===== config.mk =====
export PLATFORM = sky130hd
export DESIGN_NAME = mft_cell
export DESIGN_NICKNAME = d
export VERILOG_FILES = /design/src/sv/mft_pkg.sv /design/src/sv/mft_cell.sv
export SDC_FILE = /design/constraint.sdc
export NUM_CORES = 1
export LEC_CHECK = 0
export BUFFER_PORTS_ARGS = -buffer_cell sky130_fd_sc_hd__buf_2
export CAP_MARGIN = 10
export CORE_AREA = 2 2 83 85
export DETAILED_ROUTE_END_ITERATION = 10
export DIE_AREA = 0 0 85 87
export PLACE_DENSITY = 0.8
export SYNTH_ARGS = -nofsm -noshare
export SYNTH_HDL_FRONTEND = slang
export SYNTH_SLANG_ARGS = --single-unit

===== constraint.sdc =====
create_clock -name clk -period 3.3 [get_ports clk]
set_input_delay 0.33 -clock clk [delete_from_list [all_inputs] [get_ports clk]]
set_output_delay 0.33 -clock clk [all_outputs]
set_load 0.1 [all_outputs]

===== src/sv/mft_pkg.sv =====
`timescale 1ns / 1ps
// mft_pkg: shared types and codes for the sorted multiset take block.
// No dependencies.
package mft_pkg;

  localparam int TDATA_IN_W  = 40;
  localparam int TDATA_OUT_W = 40;
  localparam int OPER_W      = 32;
  localparam int STAT_W      = 2;

  localparam logic FN_INSERT = 1'b0;
  localparam logic FN_TAKE   = 1'b1;

  localparam logic [STAT_W-1:0] ST_OK   = 2'd0;
  localparam logic [STAT_W-1:0] ST_NONE = 2'd1;
  localparam logic [STAT_W-1:0] ST_FULL = 2'd2;

  typedef struct packed {
    logic ins;
    logic take;
  } mft_cmd_t;

  typedef enum logic [1:0] {
    S_IDLE = 2'b01,
    S_BUSY = 2'b10
  } mft_state_t;

endpackage


===== src/sv/mft_cell.sv =====
`timescale 1ns / 1ps
// mft_cell: one cell of the sorted chain; holds one value, compares it with
// the broadcast operand and shifts to or from its neighbors. Uses mft_pkg.
module mft_cell import mft_pkg::*; #(
  parameter int VALUE_BITS = 32
) (
  input  logic                  clk,
  input  mft_cmd_t              cmd,
  input  logic                  occ,
  input  logic [VALUE_BITS-1:0] op_value,
  input  logic                  left_le,
  input  logic [VALUE_BITS-1:0] left_value,
  input  logic                  right_le,
  input  logic [VALUE_BITS-1:0] right_value,
  output logic                  le,
  output logic                  hit,
  output logic [VALUE_BITS-1:0] value
);

  logic [VALUE_BITS-1:0] val_r;
  logic [VALUE_BITS-1:0] val_nxt;

  assign le    = occ && (val_r <= op_value);
  assign hit   = le && !right_le;
  assign value = val_r;

  always_comb begin
    val_nxt = val_r;
    if (cmd.ins && !le) begin
      val_nxt = left_le ? op_value : left_value;
    end else if (cmd.take && !right_le) begin
      val_nxt = right_value;
    end
  end

  always_ff @(posedge clk) begin
    val_r <= val_nxt;
  end

endmodule


## Yosys cells after proc, flatten, opt, wreduce, memory -nomap -nowiden

Index checks and enable logic that the tools add are counted.

- Register bits after elaboration: 32

- Reductions and logical operators: 7
- Muxes and demuxes: 3
- Order comparisons: 1

Operators by type and width:

| kind | number |
|---|---|
| $mux W32 | 3 |
| $le A32 B32 Y1 | 1 |
| $logic_and A1 B1 Y1 | 4 |
| $logic_not A1 Y1 | 2 |
| $reduce_bool A2 Y1 | 1 |

## Logic depth before layout (Yosys ltp)

- Depth after elaboration: 5
- Gate-level depth with buffers: 9
- Mapped depth without buffers: 8

## Worst setup path before layout

No wires, ideal clock.

- Path kind: register to output
- From: register val_r[1] (netlist: value[1])
- To: output port le
- Cell stages (with the launch flop): 8
- Path buffers: 0
- Arrival time: 4.204 ns
- Setup slack: -1.234 ns
- Path through: edfxtp_1 ha_1 nor2b_1 o211ai_1 a2111o_1 o211ai_1 a21o_1 a21boi_0

- Longest elaborated chain between the ends: 2

Ends and longest elaborated chain:

| what | RTL line | text |
|---|---|---|
| start, declared | mft_cell.sv:20 | `logic [VALUE_BITS-1:0] val_r;` |
| start signal, assigned | mft_cell.sv:37 | `val_r <= val_nxt;` |
| $le A32 B32 Y1 | mft_cell.sv:23 | `assign le = occ && (val_r <= op_value);` |
| $logic_and A1 B1 Y1 | mft_cell.sv:23 |  |
| end, declared | mft_cell.sv:15 | `output logic le,` |

Every way passes these cells.

## Worst setup path in the final report

- From: register val_r[29] (netlist: value[29])
- To: register val_r[8] (netlist: value[8]), data pin

- Longest elaborated chain between the ends: 5

Ends and longest elaborated chain:

| what | RTL line | text |
|---|---|---|
| $le A32 B32 Y1 | mft_cell.sv:23 |  |
| $logic_and A1 B1 Y1 | mft_cell.sv:23 |  |
| $logic_not A1 Y1 | mft_cell.sv:29 | `if (cmd.ins && !le) begin` |
| $logic_and A1 B1 Y1 | mft_cell.sv:29 |  |
| $mux W32 | mft_cell.sv:29 |  |
| named net val_nxt[8] | mft_cell.sv:21 | `logic [VALUE_BITS-1:0] val_nxt;` |

The timed path passes the listed nets, and every way through them passes these cells.
A chain may end at the register's enable or synchronous reset.

==> flow_summary_export.csv <==
group,metric,value,unit
status,outcome,"complete, no violations",
global_route,grt_pass1_wl,10200,microns
placement,pre_cts_ws,0.376,ns
detailed_routing,drc_errors,0,
setup_path,rr_endpoint,"value[8]$_DFFE_PP_",
clock_network,cts.clk_slew.worst_paths,0.08,ns
clock_network,clock_sinks,32,
synthesis,ys_ff_latch,32,
synthesis,yosysTopAreaCellShare,36.3,%
clock_network,h-tree-depth,2,
setup_path,r2r-start,"value[29]$_DFFE_PP_",
job,maxCapViolations,0,
clock_network,cts_setup_buffers,0,
synthesis,yosys.cell_types.count,30,
setup_path,endpoint_kind,"register",
placement,dpl_cell_area,3430,sq um
floorplanning,fp-row-count,30,
sta,setup_viol,0,
sta,finalHoldViolCount,0,
synthesis,synthTopCellsByCount,"inv_1 (34), mux2_2 (33), edfxtp_1 (32), ha_1 (32), mux2_1 (31)",
synthesis,ys.flop_type,"edfxtp_1",
detailed_routing,drtIter0Drc,68,
global_route,first_global_vias,2306,
synthesis,synthCells,232,
placement,dp_hpwl,5290,microns
synthesis,yosys.area.top_type,"edfxtp_1",
clock_network,cts_buffers,5,
clock_network,clock_path_buffers,2,
final_layout,area_growth,33.5,%
final_layout,largest_reg_flops,32,
setup_path,critPathArrivalTime,2.88,ns
global_route,overflow,0,
placement,gp_congestion,0.776,
detailed_routing,ant_nets,0,
setup_path,r2r_setup_slack,0.45,ns
synthesis,post-synth-top-count-cell,"inv_1",
setup_path,crit_end,"value[8]$_DFFE_PP_",
synthesis,ys_seq_area_share,36.3,%
synthesis,syn_nets,366,
sta,tightestPinTransition,1.11,ns
detailed_routing,viasPerCell,5.00,
placement,portBuffers,135,
final_layout,utilization,53.8,%
final_layout,nFillCells,583,
final_layout,final_area,3540,sq um
setup_path,cp.required,3.33,ns
global_route,grt_usage,17.0,%
sta,min_period,2.85,ns
final_layout,drive_above_1_share,49.5,%
setup_path,cp-start-kind,"register",
floorplanning,fp.dieH,87,microns
detailed_routing,wl,6470,microns
detailed_routing,post_drt_wl_per_cell,14.4,microns
final_layout,num_antenna_cells,0,
clock_network,cts-root-buf,"clkbuf_8",
floorplanning,initial_core_util,40.3,%
synthesis,synth-edff-count,32,
floorplanning,die_w,85,microns
sta,fmax,350,MHz
floorplanning,die_area,7400,sq um
clock_network,cts_tree,"done",
sta,finalCritPeriodShare,86.5,%
synthesis,postSynthAreaPerCell,11.4,sq um
sta,slew_violations,0,
floorplanning,core_area,6570,sq um
power_and_ir_drop,ir_drop,0.000214,V
final_layout,nets,503,
global_route,antenna_found_initial,0,
global_route,grt_max_degree,33,
clock_network,hold_buffers,0,
sta,rsz0062_at_grt,"false",
power_and_ir_drop,power_leakage,0.00172,uW
setup_path,startpoint,"value[29]$_DFFE_PP_",
power_and_ir_drop,power.density,473,nW/um^2
power_and_ir_drop,power,1670,uW
clock_network,clock_latency,0.29,ns
synthesis,synth.area.top_cells,"edfxtp_1 (36%), ha_1 (15%), mux2_2 (14%), mux2_1 (13%), inv_1 (4.8%)",
synthesis,synth_area,2650,sq um
detailed_routing,vias,2251,
detailed_routing,drtPass1Iterations,4,
synthesis,async_reset_ff_share,0,%
synthesis,yosys_warnings,0,
sta,finalClockSkew,0.0106,ns
setup_path,reg2reg_depth,8,
floorplanning,io_pins,136,
sta,final.setup.worst_slack,0.446,ns
sta,relSlewSlack,26.0,%
setup_path,path_class,"reg2reg",
clock_network,cts_resized,0,
setup_path,critPathMaxFanout,13,
worst_hold_path,worstHoldPathType,"in2reg",
how the worst min path moves through the flow:
stage                               start                  end  slack (ns)  cells after the start
after floorplan            right_value[0]   value[0]$_DFFE_PP_        0.53                      1
after global placement    right_value[26]  value[26]$_DFFE_PP_        0.61                      2
after detailed placement   right_value[1]   value[1]$_DFFE_PP_        0.62                      2
after CTS                 right_value[26]  value[26]$_DFFE_PP_        0.32                      2
after global routing      right_value[25]  value[25]$_DFFE_PP_        0.33                      2
final                     right_value[21]  value[21]$_DFFE_PP_        0.33                      2
kinds of logic after synthesis:
logic type | after synthesis | share of synthesized area [%]
and+or+nand+nor | 28 | 6.52
muxes | 64 | 27.2
DFF | 32 | 36.3
AOI/OAI and AO/OA | 35 | 8.22
adders and majority gates | 32 | 15.1
buffers and inverters | 41 | 6.66
where the power goes:
group	leakage, uW	internal, uW	switching (uW)	total [uW]
Clock	0.0000532	220	155	375
Combinational	0.00135	209	547	757
Sequential	0.000314	514	26.8	541
cell type report:
cell class	instances	area, sq um	share of cell area (%)
clock buffers	5	68.8	1.95
repair buffers	137	716	20.2
clock inverters	3	37.5	1.06
inverters	34	128	3.61
multi-input cells	159	1530	43.2
well taps	80	100	2.83
flip-flops and latches	32	961	27.2
placed cells by master, fill, tap and decap left out, types with 7 or more instances in the layout:
cell and count:
a21oi_1 16, buf_2 135, edfxtp_1 32, ha_1 32, inv_1 34, mux2_1 31
mux2_2 33, nand2_1 10, nand4_1 7
metal layers:
| layer | GRT usage (%) | vias up | part of all wire [%] |
|---|---|---|---|
| met2 | 31.8 | 68 | 53 |
| met1 | 19.7 | 1049 | 41 |
| met5 | 0 | - | 0 |
| li1 | - | 1129 | - |
| met4 | 6.49 | 0 | 1.1 |
| met3 | 2.37 | 5 | 5.0 |
metrics by stage:
step                hold WS (ns)  std cells  TNS (ns)
floorplan                  0.534        232    -0.476
global placement           0.615        442         0
detailed placement         0.625        442         0
CTS                        0.322        450         0
global route               0.326        450         0
finish                     0.328        450         0
worst max-delay path, stage by stage, from the launching register on:
cell	delay, ns
edfxtp_1	0.41
ha_1	0.34
nand4_1	0.19
nor4_2	0.43
a31oi_1	0.13
a21boi_1	0.16
a21oi_4	0.38
buf_12	0.21
mux2_1	0.34
(Power assumes the default switching activity.)
